## config.mk

```make
export PLATFORM = sky130hd
export DESIGN_NAME = branch_predictor_table
export DESIGN_NICKNAME = d
export VERILOG_FILES = /design/src/hw/rtl/bpt_pkg.sv /design/src/hw/rtl/bpt_ctrl.sv /design/src/hw/rtl/bpt_dp.sv /design/src/hw/rtl/branch_predictor_table.sv
export SDC_FILE = /design/constraint.sdc
export NUM_CORES = 2
export LEC_CHECK = 0
export BUFFER_PORTS_ARGS = -buffer_cell sky130_fd_sc_hd__buf_4
export CORE_MARGIN = 2
export CORE_UTILIZATION = 34
export DETAILED_ROUTE_END_ITERATION = 12
export GPL_ROUTABILITY_DRIVEN = 0
export HOLD_SLACK_MARGIN = 0.06
export PLACE_DENSITY = 0.56
export SYNTH_ARGS = -nofsm -noshare
export SYNTH_HDL_FRONTEND = slang
export SYNTH_SLANG_ARGS = --single-unit
export TNS_END_PERCENT = 30
```

## constraint.sdc

```tcl
create_clock -name clk -period 64.8 [get_ports clk]
set_input_delay 3.24 -clock clk [delete_from_list [all_inputs] [get_ports clk]]
set_output_delay 3.24 -clock clk [all_outputs]
set_load 0.05 [all_outputs]
```

## src/hw/rtl/bpt_pkg.sv

```systemverilog
// ----------------------------------------------------------------------------
// Branch predictor table package
// Shared types, constants and the 2-bit state transition function.
// ----------------------------------------------------------------------------
package bpt_pkg;

  // Table geometry.
  localparam int unsigned PREDICTOR_ENTRIES = 1024;
  localparam int unsigned IDX_W             = $clog2(PREDICTOR_ENTRIES);
  localparam int unsigned ENTRY_IDX_W       = 10;

  // Register field widths.
  localparam int unsigned SHIFT_W = 3;
  localparam int unsigned BITS_W  = 4;
  localparam int unsigned CFG_IDX_W = 4;
  localparam int unsigned CFG_DATA_W = 4;

  // Register indexes.
  localparam logic [CFG_IDX_W-1:0] REG_ADDRESS_SHIFT = 4'd0;
  localparam logic [CFG_IDX_W-1:0] REG_INDEX_BITS    = 4'd1;

  // Register reset values.
  localparam logic [SHIFT_W-1:0] ADDRESS_SHIFT_RST = 3'd1;
  localparam logic [BITS_W-1:0]  INDEX_BITS_RST    = 4'd10;

  // Predictor states.
  localparam logic [1:0] ST_STRONG_NT = 2'b00;
  localparam logic [1:0] ST_INIT_VAL  = 2'b01;
  localparam logic [1:0] ST_WEAK_T    = 2'b10;
  localparam logic [1:0] ST_STRONG_T  = 2'b11;

  // Item kinds.
  localparam logic KIND_UPDATE = 1'b0;
  localparam logic KIND_CLEAR  = 1'b1;

  typedef struct packed {
    logic        kind;
    logic [63:0] branch_address;
    logic        taken;
  } bpt_in_t;

  typedef struct packed {
    logic [ENTRY_IDX_W-1:0] entry_index;
    logic [1:0]             prior_state;
    logic                   predicted_taken;
    logic                   prediction_correct;
  } bpt_out_t;

  // Controller states.
  typedef enum logic [2:0] {
    S_INIT,
    S_IDLE,
    S_LOOKUP,
    S_SWEEP,
    S_CLEAR_DONE
  } bpt_state_t;

  // Commands from controller to datapath.
  typedef struct packed {
    logic accept;        // capture update item and issue the table read
    logic sweep_write;   // write the initial state at the sweep address
    logic finish_update; // write back the next state and load the result
    logic finish_clear;  // load the all-zero result of a clear item
  } bpt_cmd_t;

  // Status from datapath to controller.
  typedef struct packed {
    logic sweep_last; // sweep address is at the last entry
    logic res_free;   // result register can take a new result
  } bpt_status_t;

  // Next predictor state for an old state and the actual outcome.
  function automatic logic [1:0] next_state(input logic [1:0] old, input logic tk);
    logic [1:0] ns;
    unique case (old)
      ST_STRONG_NT: ns = tk ? ST_INIT_VAL : ST_STRONG_NT;
      ST_INIT_VAL:  ns = tk ? ST_STRONG_T : ST_STRONG_NT;
      ST_WEAK_T:    ns = tk ? ST_STRONG_T : ST_STRONG_NT;
      default:      ns = tk ? ST_STRONG_T : ST_WEAK_T;
    endcase
    return ns;
  endfunction

endpackage

```

## src/hw/rtl/bpt_ctrl.sv

```systemverilog
// ----------------------------------------------------------------------------
// Branch predictor table controller
// Sequences table sweeps, read-modify-write updates and result loading.
// ----------------------------------------------------------------------------
module bpt_ctrl (
  input  logic                 clk,
  input  logic                 rst,
  input  logic                 upd_valid,
  input  logic                 upd_kind,
  output logic                 upd_ready,
  input  bpt_pkg::bpt_status_t status,
  output bpt_pkg::bpt_cmd_t    cmd
);

  bpt_pkg::bpt_state_t state;
  bpt_pkg::bpt_state_t state_next;

  // State register.
  always_ff @(posedge clk) begin
    if (rst) begin
      state <= bpt_pkg::S_INIT;
    end else begin
      state <= state_next;
    end
  end

  // Next state logic.
  always_comb begin
    state_next = state;
    unique case (state)
      bpt_pkg::S_INIT: begin
        if (status.sweep_last) state_next = bpt_pkg::S_IDLE;
      end
      bpt_pkg::S_IDLE: begin
        if (upd_valid) begin
          state_next = (upd_kind == bpt_pkg::KIND_CLEAR) ? bpt_pkg::S_SWEEP
                                                         : bpt_pkg::S_LOOKUP;
        end
      end
      bpt_pkg::S_LOOKUP: begin
        if (status.res_free) state_next = bpt_pkg::S_IDLE;
      end
      bpt_pkg::S_SWEEP: begin
        if (status.sweep_last) state_next = bpt_pkg::S_CLEAR_DONE;
      end
      bpt_pkg::S_CLEAR_DONE: begin
        if (status.res_free) state_next = bpt_pkg::S_IDLE;
      end
      default: state_next = bpt_pkg::S_INIT;
    endcase
  end

  // Output logic.
  always_comb begin
    upd_ready = 1'b0;
    cmd       = '0;
    unique case (state)
      bpt_pkg::S_INIT: begin
        cmd.sweep_write = 1'b1;
      end
      bpt_pkg::S_IDLE: begin
        upd_ready  = 1'b1;
        cmd.accept = upd_valid && (upd_kind == bpt_pkg::KIND_UPDATE);
      end
      bpt_pkg::S_LOOKUP: begin
        cmd.finish_update = status.res_free;
      end
      bpt_pkg::S_SWEEP: begin
        cmd.sweep_write = 1'b1;
      end
      bpt_pkg::S_CLEAR_DONE: begin
        cmd.finish_clear = status.res_free;
      end
      default: begin
        cmd = '0;
      end
    endcase
  end

endmodule

```

## src/hw/rtl/bpt_dp.sv

```systemverilog
// ----------------------------------------------------------------------------
// Branch predictor table datapath
// Configuration registers, predictor memory, sweep counter and result register.
// ----------------------------------------------------------------------------
module bpt_dp (
  input  logic                                clk,
  input  logic                                rst,
  input  bpt_pkg::bpt_cmd_t                   cmd,
  output bpt_pkg::bpt_status_t                status,
  input  bpt_pkg::bpt_in_t                    upd_data,
  input  logic                                cfg_valid,
  input  logic [bpt_pkg::CFG_IDX_W-1:0]       cfg_index,
  input  logic [bpt_pkg::CFG_DATA_W-1:0]      cfg_data,
  output logic                                res_valid,
  input  logic                                res_ready,
  output bpt_pkg::bpt_out_t                   res_data
);

  logic [bpt_pkg::SHIFT_W-1:0] address_shift;
  logic [bpt_pkg::BITS_W-1:0]  index_bits;

  logic [1:0]              mem [bpt_pkg::PREDICTOR_ENTRIES];
  logic [1:0]              rd_data;
  logic [bpt_pkg::IDX_W-1:0] sweep_cnt;
  logic [bpt_pkg::IDX_W-1:0] item_idx;
  logic                      item_taken;

  logic [63:0]               shifted;
  logic [bpt_pkg::IDX_W-1:0] idx_mask;
  logic [bpt_pkg::IDX_W-1:0] lookup_idx;
  logic                      wr_en;
  logic [bpt_pkg::IDX_W-1:0] wr_addr;
  logic [1:0]                wr_val;

  // Configuration registers; writes to other indexes are dropped.
  always_ff @(posedge clk) begin
    if (rst) begin
      address_shift <= bpt_pkg::ADDRESS_SHIFT_RST;
      index_bits    <= bpt_pkg::INDEX_BITS_RST;
    end else if (cfg_valid) begin
      if (cfg_index == bpt_pkg::REG_ADDRESS_SHIFT) begin
        address_shift <= cfg_data[bpt_pkg::SHIFT_W-1:0];
      end else if (cfg_index == bpt_pkg::REG_INDEX_BITS) begin
        index_bits <= cfg_data[bpt_pkg::BITS_W-1:0];
      end
    end
  end

  // Table index: shifted address masked to the configured width.
  // A mask count at or above the table width keeps every index bit.
  assign shifted    = upd_data.branch_address >> address_shift;
  assign idx_mask   = ~({bpt_pkg::IDX_W{1'b1}} << index_bits);
  assign lookup_idx = shifted[bpt_pkg::IDX_W-1:0] & idx_mask;

  // Capture the update item when it is accepted.
  always_ff @(posedge clk) begin
    if (cmd.accept) begin
      item_idx   <= lookup_idx;
      item_taken <= upd_data.taken;
    end
  end

  // Sweep address counter, wraps to zero after the last entry.
  assign status.sweep_last = (sweep_cnt == bpt_pkg::IDX_W'(bpt_pkg::PREDICTOR_ENTRIES - 1));

  always_ff @(posedge clk) begin
    if (rst) begin
      sweep_cnt <= '0;
    end else if (cmd.sweep_write) begin
      sweep_cnt <= status.sweep_last ? '0 : sweep_cnt + 1'b1;
    end
  end

  // Single write port shared by the sweep and the update write-back.
  assign wr_en   = cmd.sweep_write || cmd.finish_update;
  assign wr_addr = cmd.sweep_write ? sweep_cnt : item_idx;
  assign wr_val  = cmd.sweep_write ? bpt_pkg::ST_INIT_VAL
                                   : bpt_pkg::next_state(rd_data, item_taken);

  // Predictor memory with registered read.
  always_ff @(posedge clk) begin
    if (wr_en) begin
      mem[wr_addr] <= wr_val;
    end
    if (cmd.accept) begin
      rd_data <= mem[lookup_idx];
    end
  end

  // Result register.
  assign status.res_free = !res_valid || res_ready;

  always_ff @(posedge clk) begin
    if (rst) begin
      res_valid <= 1'b0;
    end else if (cmd.finish_update || cmd.finish_clear) begin
      res_valid <= 1'b1;
    end else if (res_ready) begin
      res_valid <= 1'b0;
    end
  end

  always_ff @(posedge clk) begin
    if (cmd.finish_update) begin
      res_data.entry_index        <= bpt_pkg::ENTRY_IDX_W'(item_idx);
      res_data.prior_state        <= rd_data;
      res_data.predicted_taken    <= rd_data[1];
      res_data.prediction_correct <= (rd_data[1] == item_taken);
    end else if (cmd.finish_clear) begin
      res_data <= '0;
    end
  end

  // The sweep and the update write-back never share the write port.
  assert property (@(posedge clk) disable iff (rst)
    !(cmd.sweep_write && cmd.finish_update))
    else $error("sweep and update write collide");

  // A finished result always shows up on the result channel.
  assert property (@(posedge clk) disable iff (rst)
    (cmd.finish_update || cmd.finish_clear) |=> res_valid)
    else $error("finished result not presented");

  // A result of a clear transaction carries all-zero fields.
  assert property (@(posedge clk) disable iff (rst)
    cmd.finish_clear |=> (res_data == '0))
    else $error("clear result not zero");

  // The last sweep write returns the counter to the first entry.
  assert property (@(posedge clk) disable iff (rst)
    (cmd.sweep_write && status.sweep_last) |=> (sweep_cnt == '0))
    else $error("sweep counter did not wrap");

endmodule

```

## src/hw/rtl/branch_predictor_table.sv

```systemverilog
// ----------------------------------------------------------------------------
// Branch predictor table
// Direct-mapped table of 2-bit branch predictor states with update and clear.
// ----------------------------------------------------------------------------
//
//   Channel  Signals                              Role
//   upd      upd_valid upd_ready upd_data         update or clear transaction in
//   res      res_valid res_ready res_data         one result per transaction out
//   cfg      cfg_valid cfg_ready cfg_index cfg_data  register write
//
// An update issues the registered memory read when it is accepted, then writes
// back the next state through the single write port before the next is taken.
// A clear sweeps the table one entry a cycle.
// After reset the same sweep runs over every entry before upd_ready.
// A result waits in its output register; the next transaction is taken meanwhile
// and stalls only at its own result load while res_ready is low.
// Register writes are always taken.
// ----------------------------------------------------------------------------
module branch_predictor_table (
  input  logic                           clk,
  input  logic                           rst,
  input  logic                           upd_valid,
  output logic                           upd_ready,
  input  bpt_pkg::bpt_in_t               upd_data,
  output logic                           res_valid,
  input  logic                           res_ready,
  output bpt_pkg::bpt_out_t              res_data,
  input  logic                           cfg_valid,
  output logic                           cfg_ready,
  input  logic [bpt_pkg::CFG_IDX_W-1:0]  cfg_index,
  input  logic [bpt_pkg::CFG_DATA_W-1:0] cfg_data
);

  bpt_pkg::bpt_cmd_t    cmd;
  bpt_pkg::bpt_status_t status;

  // Register writes complete in the cycle they are offered.
  assign cfg_ready = 1'b1;

  // Controller.
  bpt_ctrl u_ctrl (
    .clk       (clk),
    .rst       (rst),
    .upd_valid (upd_valid),
    .upd_kind  (upd_data.kind),
    .upd_ready (upd_ready),
    .status    (status),
    .cmd       (cmd)
  );

  // Datapath.
  bpt_dp u_dp (
    .clk       (clk),
    .rst       (rst),
    .cmd       (cmd),
    .status    (status),
    .upd_data  (upd_data),
    .cfg_valid (cfg_valid && cfg_ready),
    .cfg_index (cfg_index),
    .cfg_data  (cfg_data),
    .res_valid (res_valid),
    .res_ready (res_ready),
    .res_data  (res_data)
  );

endmodule
```

==> results.py <==
metrics = {
    "run_status": {
        "status": "finished clean",
    },
    "layout": {
        "syn2layout_area_growth_pct": 12.0,
        "layout-drive-gt1-share_pct": 9.83,
        "nets": 6838,
        "final_cell_count_no_fill": 10300,
        "finalInstanceArea_sq_um": 98000,
    },
    "route": {
        "drt-initial-drc-count": 8709,
        "avgViaCountPerCell": 5.69,
        "dr.pass1.iters": 8,
        "post-route-drc-count": 0,
        "routed_wirelength_microns": 296000,
        "num_vias": 58700,
        "wl_per_cell_microns": 28.7,
        "final_antenna_net_count": 0,
    },
    "critical_path": {
        "timing_worst_setup_path_type": "in2reg",
        "timing.rr.end": "u_dp.rd_data[0]",
        "crit_path_max_fanout": 133,
        "required_ns": 65.31,
        "slowest_stage": "nor3_1",
        "cp_common_cell": "buf_4",
        "r2r_setup_slack_ns": 56.15,
        "cp_top_family": "buffers and inverters",
        "critPathBufInv": 7,
        "crit_chain": "buf_4 -> mux2i_1 -> nand2_1 -> buf_4 -> nand3_4 -> inv_16 -> buf_4 -> buf_4 -> buf_4 -> buf_4 -> mux4_2 -> a22oi_1 -> nand4_1 -> nor3_1 -> o2111a_1 -> nor4_1",
        "max_stage_delay_ns": 0.95,
        "arrival_ns": 10.62,
        "crit_start": "upd_data[5]",
        "worstSetupStartpointType": "primary input",
        "setup.worst_path.end_class": "flip-flop",
        "r2r-start": "u_dp.address_shift[1]",
        "ff2ff_path_depth": 15,
    },
    "timing": {
        "min_period_ns": 10.11,
        "hold_violations": 0,
        "finalCritPeriodShare_pct": 15.6,
        "hold-worst-slack_ns": 0.506,
        "fin_worst_skew_ns": 0.0326,
        "rsz0062_at_grt": "no",
        "max_freq_mhz": 98.9,
        "setup_tns_ns": 0,
        "finalMaxSlewViolations": 0,
        "slew_headroom_pct": 9.95,
        "setup_violations": 0,
        "tightest_slew_ns": 1.35,
    },
    "clocking": {
        "cts_num_sinks": 2095,
        "root_buffer": "clkbuf_16",
        "cts_buffers": 211,
        "clock_path_buffers": 3,
        "post_cts_resized": 0,
        "cts_tree": "yes",
        "cts.hold.buffers_added": 0,
        "clk_pin_slew_ns": 0.06,
        "post-cts-setup-buffer-count": 0,
        "htreeDepth": 4,
        "clock_latency_ns": 0.85,
    },
    "placement": {
        "placed_cell_area_sq_um": 91400,
        "dp_hpwl_microns": 166000,
        "io_buffers": 47,
        "placed_cells": 9928,
    },
    "power_and_ir_drop": {
        "ir_worst_vdd_mv": 0.0442,
        "power.total_mw": 3.42,
        "power_leakage_nw": 31.2,
        "power_density_nw_per_um2": 34.9,
    },
    "yosys": {
        "synth_edf_count": 2074,
        "synthTopCellsByArea": "edfxtp_1 71%, nand2_1 5.3%, nor2_1 4.7%",
        "yosysUniqueCellTypes": 81,
        "synth_top_area_share_pct": 71.2,
        "synth_ff_type": "edfxtp_1",
        "yosysSeqAreaShare_pct": 71.7,
        "yosysTopAreaCell": "edfxtp_1",
        "syn_avg_cell_area_sq_um": 12.8,
        "syn_nets": 6898,
        "synth_seq_cells": 2095,
        "synthesis.instances": 6817,
        "yosys_warnings": 0,
        "async_reset_ff_share_pct": 0,
        "syn_area_sq_um": 87500,
    },
    "min_path": {
        "worstHoldPathCells": 2,
        "hp-class": "reg2reg",
        "min_from": "u_dp.res_valid",
        "min_to": "u_dp.res_valid",
    },
    "flow_run": {
        "cap_violations": 0,
    },
    "global_routing": {
        "grt_pass1_wl_microns": 416000,
        "grt_pass1_vias": 56400,
        "grt_usage_pct": 22.0,
        "grt_remaining_overflow": 0,
        "antenna_found_initial": 22,
        "grt_max_degree": 154,
    },
    "floorplanning": {
        "die-area_sq_um": 261000,
        "io-pin-count": 96,
        "core-area_sq_um": 256000,
        "start_util_pct": 34.1,
        "chipHeight_microns": 511,
        "die_w_microns": 511,
        "rows": 186,
    },
}
state kept, by name, indices dropped and copies added, names as in the netlist:
register	flops
u_dp.item_taken	1
u_dp.item_idx	10
u_dp.address_shift	3
u_ctrl.state	3
u_dp.sweep_cnt	10
u_dp.res_data	13
u_dp.rd_data	2
u_dp.res_valid	1
u_dp.mem	2048
u_dp.index_bits	4
power breakdown:
group | total, mW | switching (mW) | internal (mW)
sequential | 1.66 | 0.00437 | 1.66
combinational | 0.575 | 0.488 | 0.0875
clock | 1.18 | 0.518 | 0.662
per-stage QoR:
| step | setup slack [ns] | util (%) |
|---|---|---|
| 2_1_floorplan | 35.08 | - |
| 3_3_place_gp | 53.91 | 35.7 |
| 3_5_place_dp | 53.89 | 35.7 |
| 4_1_cts | 54.77 | 38.2 |
| 5_1_grt | 54.36 | 38.2 |
| 6_report | 54.69 | 38.2 |
routing by layer:
layer,vias to the layer above,routed length (microns),GRT usage [%]
met2,3184,138000,35.0
met5,-,36,0
met1,30000,116000,29.2
li1,24900,-,-
met3,638,30000,4.83
met4,8,12800,8.76
layout make-up:
| cell class | count | area [sq um] |
|---|---|---|
| Clock buffer | 276 | 5610 |
| Tap cell | 3384 | 4230 |
| Inverter | 36 | 165 |
| Fill cell | 24400 | 158000 |
| Multi-Input combinational cell | 4168 | 22500 |
| Clock inverter | 110 | 938 |
| Antenna cell | 6 | 15.0 |
| Sequential cell | 2095 | 62700 |
| Timing Repair Buffer | 245 | 1880 |
Yosys cell counts, types with 20 or more instances:
master and instances:
edfxtp_1 2074, nand4_1 79, a32oi_1 54, a22oi_1 110
nor4_1 41, o2111ai_1 20, buf_4 69, and3_1 42
o21ai_0 39, a31oi_1 57, nand3_1 341, a21oi_1 324
a211oi_1 26, o22ai_1 92, clkbuf_1 253, mux2i_1 279
nor3_1 33, buf_2 164, buf_1 24, nor2_1 1106
nand2_1 1232, dfxtp_1 21, mux4_2 62, inv_1 31
placed cells by master (no fill, tap or decap), types with 42 or more instances in the layout:
| master | count |
|---|---|
| a21oi_1 | 324 |
| a22oi_1 | 110 |
| a31oi_1 | 57 |
| a32oi_1 | 54 |
| and3_1 | 42 |
| buf_4 | 242 |
| clkbuf_1 | 61 |
| clkbuf_16 | 215 |
| clkinv_1 | 51 |
| edfxtp_1 | 2074 |
| mux2i_1 | 279 |
| mux4_2 | 62 |
| nand2_1 | 1199 |
| nand3_1 | 335 |
| nand4_1 | 79 |
| nor2_1 | 1095 |
| o22ai_1 | 92 |
cells by family after synthesis:
kind of cell             share of synthesized area (%)
adder cells (fa/ha/maj)                         0.0286
buffers and inverters                             2.98
multiplexers                                      4.91
flip-flops                                        71.7
XOR/XNOR                                         0.100
AND/OR/NAND/NOR                                   14.1
other                                          0.00429
AO/OA/AOI/OAI                                     6.20
worst max path at each step:
stage	slack [ns]	cells after the start	to
after global placement	53.91	16	u_dp.rd_data[0]
after global routing	54.36	16	u_dp.rd_data[0]
final	54.69	16	u_dp.rd_data[0]
after floorplan	35.08	6	u_dp.mem[0][1]
after detailed placement	53.89	16	u_dp.rd_data[0]
after CTS	54.77	16	u_dp.rd_data[0]
worst register-to-register path, delay by kind of cell (launching register included):
| family | cells | cell delay [ns] |
|---|---|---|
| AO/OA/AOI/OAI | 2 | 0.77 |
| buffers and inverters | 6 | 3.91 |
| flip-flops | 1 | 0.87 |
| AND/OR/NAND/NOR | 5 | 1.92 |
| multiplexers | 2 | 0.84 |
Power figures use the tool's default switching activity.
